### src/hdl/assert_macros.svh
// Assertion shorthands for the RTL files; divisor_sum_top includes them.
`ifndef ASSERT_MACROS_SVH
`define ASSERT_MACROS_SVH

// Clocked implication that is checked only out of reset.
`define ASSERT_IMPLY(label, ante, cons, msg) \
  label: assert property (@(posedge clk_i) disable iff (!rst_ni) (ante) |-> (cons)) \
    else $error(msg);

// Clocked condition that must hold on every edge out of reset.
`define ASSERT_ALWAYS(label, cond, msg) \
  label: assert property (@(posedge clk_i) disable iff (!rst_ni) (cond)) \
    else $error(msg);

`endif

### src/hdl/dvs_pkg.sv
package dvs_pkg;

  // Width of the divisor sum result.
  localparam int unsigned SUM_BITS = 36;

  // Control of the sum accumulator.
  typedef struct packed {
    logic clear;  // Restart the sum at one, since one divides every number.
    logic add;    // Add the presented addend to the sum.
  } acc_ctl_t;

endpackage

### src/hdl/dvs_div.sv
module dvs_div #(
  parameter int unsigned NUMBER_BITS = 32
) (
  input  logic                   clk_i,
  input  logic                   rst_ni,
  input  logic                   start_i,
  input  logic [NUMBER_BITS-1:0] dividend_i,
  input  logic [NUMBER_BITS-1:0] divisor_i,
  output logic                   done_o,
  output logic [NUMBER_BITS-1:0] quotient_o,
  output logic [NUMBER_BITS-1:0] remainder_o
);

  localparam int unsigned CntBits = $clog2(NUMBER_BITS + 1);

  logic [NUMBER_BITS-1:0] rem_q, rem_d;
  logic [NUMBER_BITS-1:0] quo_q, quo_d;
  logic [NUMBER_BITS-1:0] dvs_q;
  logic [CntBits-1:0]     cnt_q;
  logic                   run_q;
  logic                   done_q;
  logic [NUMBER_BITS:0]   partial;
  logic [NUMBER_BITS:0]   diff;
  logic                   fits;

  // One restoring step: bring down the next dividend bit and try the subtract.
  always_comb begin
    partial = {rem_q, quo_q[NUMBER_BITS-1]};
    diff    = partial - {1'b0, dvs_q};
    fits    = !diff[NUMBER_BITS];
    rem_d   = fits ? diff[NUMBER_BITS-1:0] : partial[NUMBER_BITS-1:0];
    quo_d   = {quo_q[NUMBER_BITS-2:0], fits};
  end

  // Control: one quotient bit per cycle, done pulses after the last bit.
  always_ff @(posedge clk_i or negedge rst_ni) begin
    if (!rst_ni) begin
      run_q  <= 1'b0;
      done_q <= 1'b0;
      cnt_q  <= '0;
    end else begin
      done_q <= 1'b0;
      if (start_i) begin
        run_q <= 1'b1;
        cnt_q <= CntBits'(NUMBER_BITS);
      end else if (run_q) begin
        cnt_q <= cnt_q - 1'b1;
        if (cnt_q == CntBits'(1)) begin
          run_q  <= 1'b0;
          done_q <= 1'b1;
        end
      end
    end
  end

  // Datapath: the quotient register shifts dividend bits out and quotient bits in.
  always_ff @(posedge clk_i) begin
    if (start_i) begin
      rem_q <= '0;
      quo_q <= dividend_i;
      dvs_q <= divisor_i;
    end else if (run_q) begin
      rem_q <= rem_d;
      quo_q <= quo_d;
    end
  end

  assign done_o      = done_q;
  assign quotient_o  = quo_q;
  assign remainder_o = rem_q;

endmodule

### src/hdl/dvs_acc.sv
module dvs_acc #(
  parameter int unsigned NUMBER_BITS = 32
) (
  input  logic                          clk_i,
  input  logic                          rst_ni,
  input  dvs_pkg::acc_ctl_t             ctl_i,
  input  logic [NUMBER_BITS-1:0]        addend_i,
  output logic [dvs_pkg::SUM_BITS-1:0]  sum_o
);

  import dvs_pkg::*;

  localparam int unsigned WideBits = (NUMBER_BITS > SUM_BITS) ? NUMBER_BITS : SUM_BITS;

  logic [WideBits-1:0] addend_wide;
  logic [SUM_BITS-1:0] addend_ext;
  logic [SUM_BITS-1:0] sum_q, sum_d;

  // Fit the addend to the sum width; the sum wraps past its top bit.
  always_comb begin
    addend_wide = WideBits'(addend_i);
    addend_ext  = addend_wide[SUM_BITS-1:0];
    sum_d       = sum_q;
    if (ctl_i.clear) begin
      sum_d = SUM_BITS'(1);
    end else if (ctl_i.add) begin
      sum_d = sum_q + addend_ext;
    end
  end

  // Running sum register.
  always_ff @(posedge clk_i or negedge rst_ni) begin
    if (!rst_ni) begin
      sum_q <= SUM_BITS'(1);
    end else begin
      sum_q <= sum_d;
    end
  end

  assign sum_o = sum_q;

endmodule

### src/hdl/divisor_sum_top.sv
// Divisor sum by trial division. Raise start with a number while busy is low;
// the block then works on it alone and, when finished, shows the sum and the
// invalid flag for exactly one cycle with result_valid_o high. The receiver
// cannot stall, so capture the result in that cycle. Each trial divisor d runs
// through a bit-serial restoring divider that yields one quotient bit per
// cycle. A divisor d that divides adds d and, if different, its cofactor to
// the sum; trials end once the quotient drops below d, and a final step adds
// the number itself in the full-sum mode. Numbers 0 and 1 skip the divider.
// include_self (reset 1) selects the full sum including the number itself;
// write it only while busy is low.
`include "assert_macros.svh"

module divisor_sum_top #(
  parameter int unsigned NUMBER_BITS = 32
) (
  input  logic                          clk_i,
  input  logic                          rst_ni,
  input  logic                          start,
  output logic                          busy,
  input  logic [NUMBER_BITS-1:0]        number_i,
  input  logic                          cfg_valid_i,
  output logic                          cfg_ready_o,
  input  logic                          cfg_data_i,
  output logic                          result_valid_o,
  output logic [dvs_pkg::SUM_BITS-1:0]  divisor_sum_o,
  output logic                          invalid_o
);

  import dvs_pkg::*;

  localparam logic [2:0] ST_IDLE  = 3'd0;
  localparam logic [2:0] ST_START = 3'd1;
  localparam logic [2:0] ST_DIV   = 3'd2;
  localparam logic [2:0] ST_ADD_D = 3'd3;
  localparam logic [2:0] ST_ADD_Q = 3'd4;
  localparam logic [2:0] ST_NEXT  = 3'd5;
  localparam logic [2:0] ST_ADD_N = 3'd6;
  localparam logic [2:0] ST_FIN   = 3'd7;

  logic [2:0]             state_q, state_d;
  logic [NUMBER_BITS-1:0] num_q;
  logic [NUMBER_BITS-1:0] d_q;
  logic                   include_self_q;
  logic                   accept;
  logic                   num_small;
  logic                   div_start;
  logic                   div_done;
  logic [NUMBER_BITS-1:0] quot;
  logic [NUMBER_BITS-1:0] rem;
  acc_ctl_t               acc_ctl;
  logic [NUMBER_BITS-1:0] addend;
  logic [SUM_BITS-1:0]    acc_sum;
  logic                   res_valid_q;
  logic [SUM_BITS-1:0]    res_sum_q;
  logic                   res_invalid_q;

  assign accept      = start && !busy;
  assign busy        = (state_q != ST_IDLE);
  assign cfg_ready_o = 1'b1;
  assign num_small   = (num_q <= NUMBER_BITS'(1));

  // Mode register, written by a configuration transfer.
  always_ff @(posedge clk_i or negedge rst_ni) begin
    if (!rst_ni) begin
      include_self_q <= 1'b1;
    end else if (cfg_valid_i && cfg_ready_o) begin
      include_self_q <= cfg_data_i;
    end
  end

  // Sequencer over the trial divisors.
  always_comb begin
    state_d = state_q;
    case (state_q)
      ST_IDLE: begin
        if (accept) begin
          state_d = (number_i <= NUMBER_BITS'(1)) ? ST_FIN : ST_START;
        end
      end
      ST_START: state_d = ST_DIV;
      ST_DIV: begin
        if (div_done) begin
          if (quot < d_q) begin
            state_d = ST_ADD_N;
          end else if (rem == '0) begin
            state_d = ST_ADD_D;
          end else begin
            state_d = ST_NEXT;
          end
        end
      end
      ST_ADD_D: state_d = (quot != d_q) ? ST_ADD_Q : ST_NEXT;
      ST_ADD_Q: state_d = ST_NEXT;
      ST_NEXT:  state_d = ST_START;
      ST_ADD_N: state_d = ST_FIN;
      ST_FIN:   state_d = ST_IDLE;
      default:  state_d = ST_IDLE;
    endcase
  end

  always_ff @(posedge clk_i or negedge rst_ni) begin
    if (!rst_ni) begin
      state_q <= ST_IDLE;
    end else begin
      state_q <= state_d;
    end
  end

  // Number and trial divisor registers.
  always_ff @(posedge clk_i) begin
    if (accept) begin
      num_q <= number_i;
      d_q   <= NUMBER_BITS'(2);
    end else if (state_q == ST_NEXT) begin
      d_q <= d_q + 1'b1;
    end
  end

  assign div_start = (state_q == ST_START);

  dvs_div #(
    .NUMBER_BITS (NUMBER_BITS)
  ) u_div (
    .clk_i       (clk_i),
    .rst_ni      (rst_ni),
    .start_i     (div_start),
    .dividend_i  (num_q),
    .divisor_i   (d_q),
    .done_o      (div_done),
    .quotient_o  (quot),
    .remainder_o (rem)
  );

  // Pick what goes into the sum: the divisor, its cofactor, or the number itself.
  always_comb begin
    acc_ctl.clear = accept;
    acc_ctl.add   = 1'b0;
    addend        = num_q;
    case (state_q)
      ST_ADD_D: begin
        acc_ctl.add = 1'b1;
        addend      = d_q;
      end
      ST_ADD_Q: begin
        acc_ctl.add = 1'b1;
        addend      = quot;
      end
      ST_ADD_N: begin
        acc_ctl.add = include_self_q;
        addend      = num_q;
      end
      default: begin
        acc_ctl.add = 1'b0;
      end
    endcase
  end

  dvs_acc #(
    .NUMBER_BITS (NUMBER_BITS)
  ) u_acc (
    .clk_i    (clk_i),
    .rst_ni   (rst_ni),
    .ctl_i    (acc_ctl),
    .addend_i (addend),
    .sum_o    (acc_sum)
  );

  // Result register, shown for one cycle.
  always_ff @(posedge clk_i or negedge rst_ni) begin
    if (!rst_ni) begin
      res_valid_q   <= 1'b0;
      res_invalid_q <= 1'b0;
    end else begin
      res_valid_q <= (state_q == ST_FIN);
      if (state_q == ST_FIN) begin
        res_invalid_q <= include_self_q && num_small;
      end
    end
  end

  always_ff @(posedge clk_i) begin
    if (state_q == ST_FIN) begin
      res_sum_q <= (include_self_q && num_small) ? '0 : acc_sum;
    end
  end

  assign result_valid_o = res_valid_q;
  assign divisor_sum_o  = res_sum_q;
  assign invalid_o      = res_invalid_q;

  // Checks on the sequencer and the result.
  `ASSERT_IMPLY(a_strobe_from_fin, result_valid_o, $past(state_q) == ST_FIN,
                "result strobe without a finishing step")
  `ASSERT_IMPLY(a_busy_ends_with_result, $fell(busy), result_valid_o,
                "busy dropped without a result")
  `ASSERT_IMPLY(a_invalid_zero_sum, result_valid_o && invalid_o, divisor_sum_o == '0,
                "invalid result carries a nonzero sum")
  `ASSERT_ALWAYS(a_divisor_floor, (state_q == ST_IDLE) || (d_q >= NUMBER_BITS'(2)),
                 "trial divisor below two")

endmodule

### config.mk
export PLATFORM = sky130hd
export DESIGN_NAME = divisor_sum_top
export DESIGN_NICKNAME = d
export VERILOG_FILES = /design/src/hdl/dvs_pkg.sv /design/src/hdl/dvs_div.sv /design/src/hdl/dvs_acc.sv /design/src/hdl/divisor_sum_top.sv
export VERILOG_INCLUDE_DIRS = /design/src /design/src/hdl
export SDC_FILE = /design/constraint.sdc
export NUM_CORES = 1
export LEC_CHECK = 0
export BUFFER_PORTS_ARGS = -buffer_cell sky130_fd_sc_hd__buf_2
export CAP_MARGIN = 5
export CELL_PAD_IN_SITES_DETAIL_PLACEMENT = 0
export CELL_PAD_IN_SITES_GLOBAL_PLACEMENT = 2
export CORE_UTILIZATION = 35
export CTS_BUF_LIST = sky130_fd_sc_hd__clkbuf_8
export CTS_CLUSTER_DIAMETER = 60
export DETAILED_ROUTE_END_ITERATION = 8
export PLACE_DENSITY = 0.72
export SYNTH_ARGS = -nofsm -noshare
export SYNTH_HDL_FRONTEND = slang
export SYNTH_SLANG_ARGS = --single-unit
### constraint.sdc
create_clock -name clk_i -period 5.1 [get_ports clk_i]
set_input_delay 1.275 -clock clk_i [delete_from_list [all_inputs] [get_ports clk_i]]
set_output_delay 1.275 -clock clk_i [all_outputs]
set_load 0.1 [all_outputs]
# Yosys cells after proc, flatten, opt, wreduce, memory -nomap -nowiden
# Cells that the tools add are included.
[totals]
ff_bits = 246
out_inout_bits = 40
elab_cells = 65
[classes]
addsub = 4
n_lt_le_gt_ge = 3
eq_ne = 11
muxes = 22
reduce_logical = 11
[ops]
columns = ["op", "n"]
rows = [
  ["2-to-1 mux 32 bit", 3],
  ["2-to-1 mux 36 bit", 2],
  ["less-or-equal comparator 32 x 1 -> 1 bit (second input constant)", 2],
  ["one-hot mux 32 bit (2 select lines)", 1],
  ["adder 36 x 32 -> 36 bit", 1],
  ["subtractor 33 x 32 -> 33 bit", 1],
  ["adder 32 x 1 -> 32 bit (second input constant)", 1],
  ["zero test 32 bit", 1],
  ["< comparator 32 bit", 1],
  ["inequality test 32 bit", 1],
  ["one-hot mux 3 bit (8 select lines)", 1],
  ["2-to-1 mux 3 bit", 5],
  ["equality test 3 bit (second input constant)", 4],
  ["2-to-1 mux 6 bit", 2],
  ["2-to-1 mux 1 bit", 7],
  ["equality test 3 x 2 -> 1 bit (second input constant)", 2],
  ["equality test 6 x 1 -> 1 bit (second input constant)", 1],
  ["subtractor 6 x 1 -> 6 bit (second input constant)", 1],
  ["nonzero test 2 bit", 2],
  ["equality test 3 x 1 -> 1 bit (second input constant)", 1],
  ["zero test 3 bit", 1],
  ["nonzero test 3 bit", 1],
  ["logical AND 1 bit", 2],
  ["zero test 1 bit", 2],
  ["other kinds (5)", 5],
]

# Depth between registers and ports, before layout
# Gate-level depths: netlist (run 1).
[logic_depth]
depth_word = 5
ltp_mapped = 20
depth_no_buf = 18

# Modules after synthesis
# Synthesis (run 1) repeated with hierarchy kept, for this count alone.
[unflattened]
cells_unflattened = 1594
hier_area_um2 = 15179.6
[modules_own_cells]
columns = ["mod", "n_inst", "cells_per_inst", "area_each_um2", "seq_area_each_um2"]
rows = [
  ["dvs_div", 1, 644, 6343.6, 2762.6],
  ["divisor_sum_top", 1, 569, 5620.4, 2834.0],
  ["dvs_acc", 1, 381, 3215.6, 902.1],
]

# Least setup slack after synthesis (run 1)
# Ideal clock, no wire load.
[synth_path]
path_type = "reg-to-reg"
startpoint = "reg state_q[0]"
endpoint = "reg u_acc.sum_q[32] (netlist: u_acc.sum_o[32])"
setup_time_ns = 0.132
arrival_time_ns = 3.888
required_ns = 4.968
slack_ns = 1.080
stages_incl_launch_ff = 21
n_path_buf = 3
period_less_slack_ns = 4.020
path_cell_list = "dfrtp_1 -> clkbuf_1 -> nor2_1 -> and2_1 -> clkbuf_1 -> buf_1 -> nand2_1 -> o21ai_0 -> ha_1 -> inv_1 -> fa_1 -> nand3b_1 -> a21oi_1 -> o31a_1 -> nor3_1 -> o32a_1 -> a31oi_1 -> a31oi_1 -> nor3_1 -> xnor2_1 -> nor2_1"
[synth_between]
elab_chain_len = 5
word_cells_on_any_way = 13
[synth_lines]
columns = ["item", "line_no", "source"]
rows = [
  ["start, declared", "divisor_sum_top.sv:40", "logic [2:0] state_q, state_d;"],
  ["start signal, assigned", "divisor_sum_top.sv:105", "state_q <= state_d;"],
  ["equality test 3 bit or equality test 3 x 2 -> 1 bit (tied branches)", "divisor_sum_top.sv:139", "case (state_q)"],
  ["one-hot mux 32 bit (2 select lines)", "divisor_sum_top.sv:139", ""],
  ["adder 36 x 32 -> 36 bit", "dvs_acc.sv:27", "sum_d = sum_q + addend_ext;"],
  ["2-to-1 mux 36 bit", "dvs_acc.sv:26", "end else if (ctl_i.add) begin"],
  ["2-to-1 mux 36 bit", "dvs_acc.sv:24", "if (ctl_i.clear) begin"],
  ["end signal, assigned", "dvs_acc.sv:36", "sum_q <= sum_d;"],
  ["end, declared", "dvs_acc.sv:17", "logic [SUM_BITS-1:0] sum_q, sum_d;"],
]
# Parallel ways exist; a longest one is shown, timed or not. The select of a mux whose other input is x is not followed.
# A chain may end at the register's enable or synchronous reset.

# Worst setup path in the final report (run 1)
[layout_path]
startpoint = "reg state_q[0]"
endpoint = "reg u_acc.sum_q[28] (netlist: u_acc.sum_o[28])"
# The elaborated chain is that of the path after synthesis.

==> results of run 1 <==
routing by layer:
| metal | vias to the layer above | track usage, % | wire, um |
|---|---|---|---|
| li1 | 5722 | - | - |
| met1 | 5313 | 27.00 | 19360 |
| met2 | 190 | 29.99 | 17060 |
| met3 | 51 | 2.615 | 1306 |
| met4 | 0 | 5.881 | 801 |
| met5 | - | 0 | 0 |
cells by family after synthesis:
logic type / share of synthesized area, %
simple gates: 18.27
flops: 45.57
buf+inv: 4.229
compound gates: 16.78
other cells: 0.02630
xor+xnor: 5.404
fa+ha+maj: 9.142
mux: 0.5791
sequential cells by signal, indices dropped and copies added (netlist names):
name               count
d_q                   32
state_q                3
result_valid_o         1
u_div.cnt_q            6
num_q                 32
invalid_o              1
u_div.dvs_q           32
divisor_sum_o         36
include_self_q         1
u_div.run_q            1
u_div.remainder_o     32
u_acc.sum_o           36
u_div.done_o           1
u_div.quotient_o      32
cells in the final DEF, fill, tap and decap left out, types with 20 or more instances in the layout:
| cell | netlist | routed |
|---|---|---|
| clkbuf_8 | 0 | 54 |
| xnor2_1 | 56 | 56 |
| inv_1 | 88 | 97 |
| nand4_1 | 26 | 26 |
| dfxtp_1 | 64 | 64 |
| a21o_1 | 35 | 35 |
| dfrtp_1 | 48 | 48 |
| nor4_1 | 26 | 26 |
| nor2b_1 | 45 | 45 |
| o21ai_1 | 20 | 20 |
| nand2_1 | 197 | 197 |
| o21ai_0 | 106 | 106 |
| nor3_1 | 20 | 20 |
| buf_2 | 5 | 75 |
| edfxtp_1 | 132 | 132 |
| ha_1 | 101 | 101 |
| a21oi_1 | 156 | 156 |
| xor2_1 | 32 | 31 |
| nand3_1 | 62 | 62 |
| nor2_1 | 131 | 130 |
stage by stage:
stage | power (mW) | util (%) | instances | worst slack [ns] | hold WS (ns)
final | 12.58 | 40.56 | 2202 | 0.6200 | 0.4274
after global routing | 13.73 | 40.56 | 2202 | 0.3283 | 0.4478
after CTS | 12.71 | 40.56 | 2202 | 0.7060 | 0.4275
after detailed placement | 10.54 | 38.06 | 2116 | 0.6914 | 0.4139
after global placement | 10.56 | 38.06 | 2116 | 0.7406 | 0.4155
after floorplan | 8.834 | - | 1567 | 1.080 | 0.4082
power by group through the flow:
stage | clock network [mW] | registers [mW] | logic (mW)
floorplan | 0 | 3.70 | 5.14
global placement | 0 | 3.56 | 7.01
detailed placement | 0 | 3.55 | 6.99
CTS | 2.15 | 3.52 | 7.05
global route | 2.22 | 3.60 | 7.91
finish | 2.07 | 3.51 | 7.00
worst reg2reg max path, cell delays in order (launching register included):
cell and delay, ns:
dfrtp_1 0.52, nand2_1 0.11, or2_2 0.40, buf_4 0.25
nor2_1 0.11, a21oi_1 0.04, o21ai_0 0.39, ha_1 0.37
a21o_1 0.21, o31a_1 0.27, nor3_1 0.51, o32a_1 0.33
a31oi_1 0.22, a21o_1 0.24, a21oi_1 0.16, xor2_1 0.17
o21ai_1 0.07
cell type report:
type	instances	area (sq um)	share of cell area, %
multi-input combinational	1163	7197	44.45
sequential	246	6499	40.14
clock buffer	54	743.2	4.591
tap	525	656.9	4.057
timing repair buffer	92	503.0	3.107
inverter	90	337.8	2.087
clock inverter	32	252.7	1.561
path summary, 6_finish.rpt:
path / cells after the start / start / slack (ns) / end
worst max register to register: 16 / state_q[0]$_DFFE_PN0P_ / 0.62 / u_acc.sum_o[28]$_DFFE_PN0P_
worst min register to register: 0 / d_q[6]$_SDFFE_PP0N_ / 0.43 / u_div.dvs_q[6]$_DFFE_PP_
max in group asynchronous: 2 / rst_ni / 3.73 / u_acc.sum_o[13]$_DFFE_PN0P_
worst max-delay path: 16 / state_q[0]$_DFFE_PN0P_ / 0.62 / u_acc.sum_o[28]$_DFFE_PN0P_
worst min-delay path: 0 / d_q[6]$_SDFFE_PP0N_ / 0.43 / u_div.dvs_q[6]$_DFFE_PP_
min in group asynchronous: 2 / rst_ni / 0.84 / u_acc.sum_o[33]$_DFFE_PN0P_
==> summary.md, run 1 <==
| Metric | Value |
|---|---|
| Worst slew margin | 35.99% |
| Total grt overflow | 0 |
| GR Util All Layers | 19.06% |
| DRT iter0 DRCs | 476 |
| Top-count cell post-synth | nand2_1 |
| CTS tree | yes |
| Setup TNS | 0 ns |
| Initial DRT Pass Iterations | 5 |
| Die height | between 200 and 250 um |
| Worst Skew | 0.03645 ns |
| Slowest CP cell | dfrtp_1 |
| Unrepaired setup endpoints after global routing | false |
| Via Count | 11280 |
| #FFs+latches synth | between 200 and 250 |
| Dpl cell area | 0.01519 sq mm |
| I/O Buffers | 75 |
| Skew-Pair Late Insertion Delay | 0.62 ns |
| Register share of total power | 27.9% |
| Root Buffer | clkbuf_8 |
| Synth Instances | 1567 |
| Achievable Freq | 223.2 MHz |
| HPWL Detailed | 28150 um |
| Net Sw Power | 5.823 mW |
| Die Wd | 203.9 um |
| Ant diodes | 0 |
| Class of the most critical setup path | reg2reg |
| Cell taking the most area after synthesis | edfxtp_1 |
| FP Rows | 73 |
| Synth cell types | 75 |
| Final Hold Fails | 0 |
| Cell Int Power | 6.760 mW |
| Final instance area | roughly 0.016 sq mm |
| # Post-CTS Setup Buffers | 0 |
| Fin crit period | 4.480 ns |
| Max FO, Critical Path | 21 |
| Ys flop type | edfxtp_1 |
| Ratio of cells with drive above 1 in the final layout | a little under an eighth |
| Clock network fraction of design power | 16.5% |
| Power Dens Cells | 777.2 mW/mm^2 |
| Max Cap Viol | 0 |
| Synth async-reset ratio | 20.33% |
| Final setup viols | 0 |
| Lkg Pwr | roughly 6.7 nW |
| Logic pwr share | 55.6% |
| ANT nets after route | 0 |
| Final Max Tran Viols | 0 |
| Switching Share | 46.28% |
| Slew @ Worst Pin | roughly 0.96 ns |
| Die ar. | approximately 0.042 sq mm |
| CTS sink count | ~250 |
| Placer Congestion | about 0.85 |
| DRC | 0 |
| Syn Nets | approximately 1700 |
| Nets | 1779 |
| Drt via density | 5.121 |
| Cts hold-fix bufs | 0 |
| Worst-path cell chain | nand2_1 > or2_2 > buf_4 > nor2_1 > a21oi_1 > o21ai_0 > ha_1 > a21o_1 > o31a_1 > nor3_1 > o32a_1 > a31oi_1 > a21o_1 > a21oi_1 > xor2_1 > o21ai_1 |
| Min-delay worst type | reg2reg |
| Critical path's top delay family | compound AO/OA/AOI/OAI gates |
| Top-area cell type share of the netlist area | between 20 and 30% |
| Post-synthesis sequential area ratio | 45.57% |
| Cell Area, Synth | 0.01426 sq mm |
| H-tree levels | 2 |
| Initial core utilization | 35.73% |
| Period utilisation layout | 87.84% |
| First-pass GRT wire length | just over 60000 um |
| Status | complete, no violations |
| Clock-pin slew on the worst setup and hold paths | 0.06 ns |
| Crit path capture type | flip-flop |
| CP max stage delay | 0.52 ns |
| Fillcell total | between 3000 and 4000 |
| Arrival @ worst endpoint | 4.98 ns |
| Vias in the first global route | 11210 |
| Syn Area/Cell | 9.101 sq um |
| Largest net degree at the start of global routing | 72 |
| Crit start category | flip-flop |
| Yosys warns | 0 |
| VDD IR max | 0.3235 mV |
| Top-level port count | 77 |
| Post-CTS sizing | 0 |
| Total Wirelength | 38530 um |
| Bufs and invs on worst path | 1 |
| Syn-to-layout area delta | 13.52% |
| TritonCTS Buffers | 46 |
| Most instantiated cells after synthesis | nand2_1 (197), a21oi_1 (156), edfxtp_1 (132) |
| Number of synthesized flops with an enable pin | about 130 |
| Largest cells by area after synthesis | edfxtp_1 (28%), dfxtp_1 (9.0%), ha_1 (8.9%) |
| Initial antenna violation count | 0 |
| Bufs on Longest Clock Path | 3 |
| Required @ worst endpoint | 5.60 ns |
| CORE AREA | 0.03991 sq mm |
| DR WL/cell | approximately 17 um |
No activity file was read; power rests on OpenSTA's default activity.
==> run 2, diff against run 1 <==
- RECOVER_POWER: default -> 25
==> summary.md, run 2 (synthesized netlist as in run 1, its figures left out) <==
| Metric | Value |
|---|---|
| H-tree levels | 2 (unchanged) |
| CORE AREA | 0.03991 sq mm (unchanged) |
| Final instance area | 0.01615 sq mm (-0.23%) |
| Hold Path End | u_div.dvs_q[6]$_DFFE_PP_ |
| Switching Share | 46.28% (about the same) |
| Achievable Freq | 223.2 MHz (about the same) |
| Via Count | 11280 (unchanged) |
| Routed length on met3 | 1238 um (-5.2%) |
| Net Sw Power | 5.821 mW (about the same) |
| HPWL Detailed | 28150 um (unchanged) |
| Total grt overflow | 0 (unchanged) |
| TritonCTS Buffers | 46 (unchanged) |
| Hold path startpoint | d_q[6]$_SDFFE_PP0N_ |
| Final setup viols | 0 (unchanged) |
| Cell Int Power | 6.756 mW (about the same) |
| Drt via density | 5.121 (unchanged) |
| Crit start category | flip-flop |
| Total Wirelength | 38600 um (+0.19%) |
| Max FO, Critical Path | 21 (unchanged) |
| Initial antenna violation count | 0 (unchanged) |
| Fin crit period | 4.481 ns (+0.001257 ns) |
| # Post-CTS Setup Buffers | 0 (unchanged) |
| Commonest non-fill, non-tap cell in the layout | nand2_1 |
| M1 wire length | 19470 um (+0.56%) |
| Status | finished with violations |
| FF-to-FF End | u_acc.sum_o[28]$_DFFE_PN0P_ |
| Top-level port count | 77 (unchanged) |
| CTS tree | yes |
| Failing checks | capacitance limit, slew limit |
| Lkg Pwr | 6.656 nW (-1.2%) |
| Worst R2R Setup Slack | 0.62 ns (about the same) |
| I/O Buffers | 75 (unchanged) |
| Max Cap Viol | 1 (+1) |
| Fillcell total | 4000 (+0.25%) |
| Initial DRT Pass Iterations | 4 (-1) |
| Die Wd | 203.9 um (unchanged) |
| Post-CTS sizing | 0 (unchanged) |
| Die ar. | 0.04156 sq mm (unchanged) |
| Placer Congestion | 0.8501 (unchanged) |
| Nets | 1779 (unchanged) |
| Largest net degree at the start of global routing | 72 (unchanged) |
| DR WL/cell | 17.53 um (+0.19%) |
| Period utilisation layout | 87.87% (about the same) |
| Worst slew margin | -123.4% (-160 points) |
| Ant diodes | 0 (unchanged) |
| Ratio of cells with drive above 1 in the final layout | 9.660% (-1.7 points) |
| Routed wl met2 | 17090 um (+0.21%) |
| Flip-flop and latch area | 0.006499 sq mm (unchanged) |
| Multi-input gate area | 0.007197 sq mm (unchanged) |
| Min-delay worst type | reg2reg |
| CTS sink count | 246 (unchanged) |
| Initial core utilization | 35.73% (unchanged) |
| DRC | 0 (unchanged) |
| Crit path capture type | flip-flop |
| Dpl cell area | 0.01519 sq mm (unchanged) |
| Setup TNS | 0 ns (unchanged) |
| FP Rows | 73 (unchanged) |
| VDD IR max | 0.3232 mV (about the same) |
| Highest-count cells in the layout ignoring fill and taps | nand2_1 (197), a21oi_1 (156), edfxtp_1 (132) |
| Final total power | 12.58 mW (about the same) |
| Vias in the first global route | 11210 (unchanged) |
| ANT nets after route | 0 (unchanged) |
| Register share of total power | 27.9% (about the same) |
| Cts hold-fix bufs | 0 (unchanged) |
| Class of the most critical setup path | reg2reg |
| Die height | 203.9 um (unchanged) |
| Final Hold Fails | 0 (unchanged) |
| Syn-to-layout area delta | 13.26% |
| Worst Hold Slack | 0.4274 ns (-0.000001000 ns) |
| Clock network fraction of design power | 16.5% (about the same) |
| Arrival @ worst endpoint | 4.98 ns (about the same) |
| DRT iter0 DRCs | 490 (+2.9%) |
| GR Util All Layers | 19.06% (unchanged) |
| Reg2Reg Depth | 16 (unchanged) |
| Logic pwr share | 55.6% (about the same) |
| Clock-pin slew on the worst setup and hold paths | 0.06 ns (about the same) |
| Worst Skew | 0.03652 ns (+0.00007060 ns) |
| Skew-Pair Late Insertion Delay | 0.62 ns (about the same) |
| Util after Layout | 40.47% (-0.094 points) |
| Power Dens Cells | 778.7 mW/mm^2 (+0.19%) |
| Root Buffer | clkbuf_8 |
| Final Max Tran Viols | 51 (+51) |
| Bufs on Longest Clock Path | 3 (unchanged) |
| Worst R2R Start | state_q[0]$_DFFE_PN0P_ |
| WHS Path Cells | 0 (unchanged) |
| Top sig layer | met4 |
| Unrepaired setup endpoints after global routing | false |
| Slew @ Worst Pin | 3.351 ns (+2.391 ns) |
| First-pass GRT wire length | 61930 um (unchanged) |
| Required @ worst endpoint | 5.60 ns (about the same) |
## run 2: cell types whose count changed in the layout (fill, tap and decap cells not counted), sizes merged
cell	delta
clkbuf	+28
buf	-28
## run 2: worst max path at each step
stage,startpoint,endpoint,slack (ns),depth (start not counted)
finish,state_q[0]$_DFFE_PN0P_,u_acc.sum_o[28]$_DFFE_PN0P_,0.62,16
global route,state_q[1]$_DFFE_PN0P_,u_acc.sum_o[34]$_DFFE_PN0P_,0.33,17
CTS,state_q[0]$_DFFE_PN0P_,u_acc.sum_o[34]$_DFFE_PN0P_,0.71,17
detailed placement,state_q[0]$_DFFE_PN0P_,u_acc.sum_o[34]$_DFFE_PN0P_,0.69,17
global placement,state_q[0]$_DFFE_PN0P_,u_acc.sum_o[34]$_DFFE_PN0P_,0.74,19
floorplan,state_q[0]$_DFFE_PN0P_,u_acc.sum_o[32]$_DFFE_PN0P_,1.08,20
## run 2: critical path: stages (launching register included)
cell and delay (ns):
dfrtp_1 0.52, nand2_1 0.11, or2_2 0.40, buf_4 0.25, nor2_1 0.11, a21oi_1 0.04, o21ai_0 0.39, ha_1 0.37
a21o_1 0.21, o31a_1 0.27, nor3_1 0.52, o32a_1 0.33, a31oi_1 0.22, a21o_1 0.23, a21oi_1 0.16, xor2_1 0.17
o21ai_1 0.07
## run 2: area by class of cell
class                      count  area share [%]
multi-input combinational   1163           44.56
sequential                   246           40.24
clock buffer                  54           4.601
tap                          525           4.067
timing repair buffer          92           2.882
inverter                      90           2.092
clock inverter                32           1.565
## run 2: metal layers
layer / GRT usage (%) / up-vias
met2: 29.99 / 179
li1: - / 5721
met3: 2.615 / 51
met4: 5.881 / 0
met1: 27.00 / 5325
met5: 0 / -
## run 2: power groups by stage
stage	clock [mW]	sequential [mW]	combinational (mW)
final	2.07	3.51	7.00
after CTS	2.15	3.52	7.05
after detailed placement	0	3.55	6.99
after global placement	0	3.56	7.01
after global routing	2.22	3.60	7.91
after floorplan	0	3.70	5.14
## run 2: metrics by stage
stage | std cells | setup slack (ns)
floorplan | 1567 | 1.080
global placement | 2116 | 0.7406
detailed placement | 2116 | 0.6914
CTS | 2202 | 0.7060
global route | 2202 | 0.3283
finish | 2202 | 0.6188
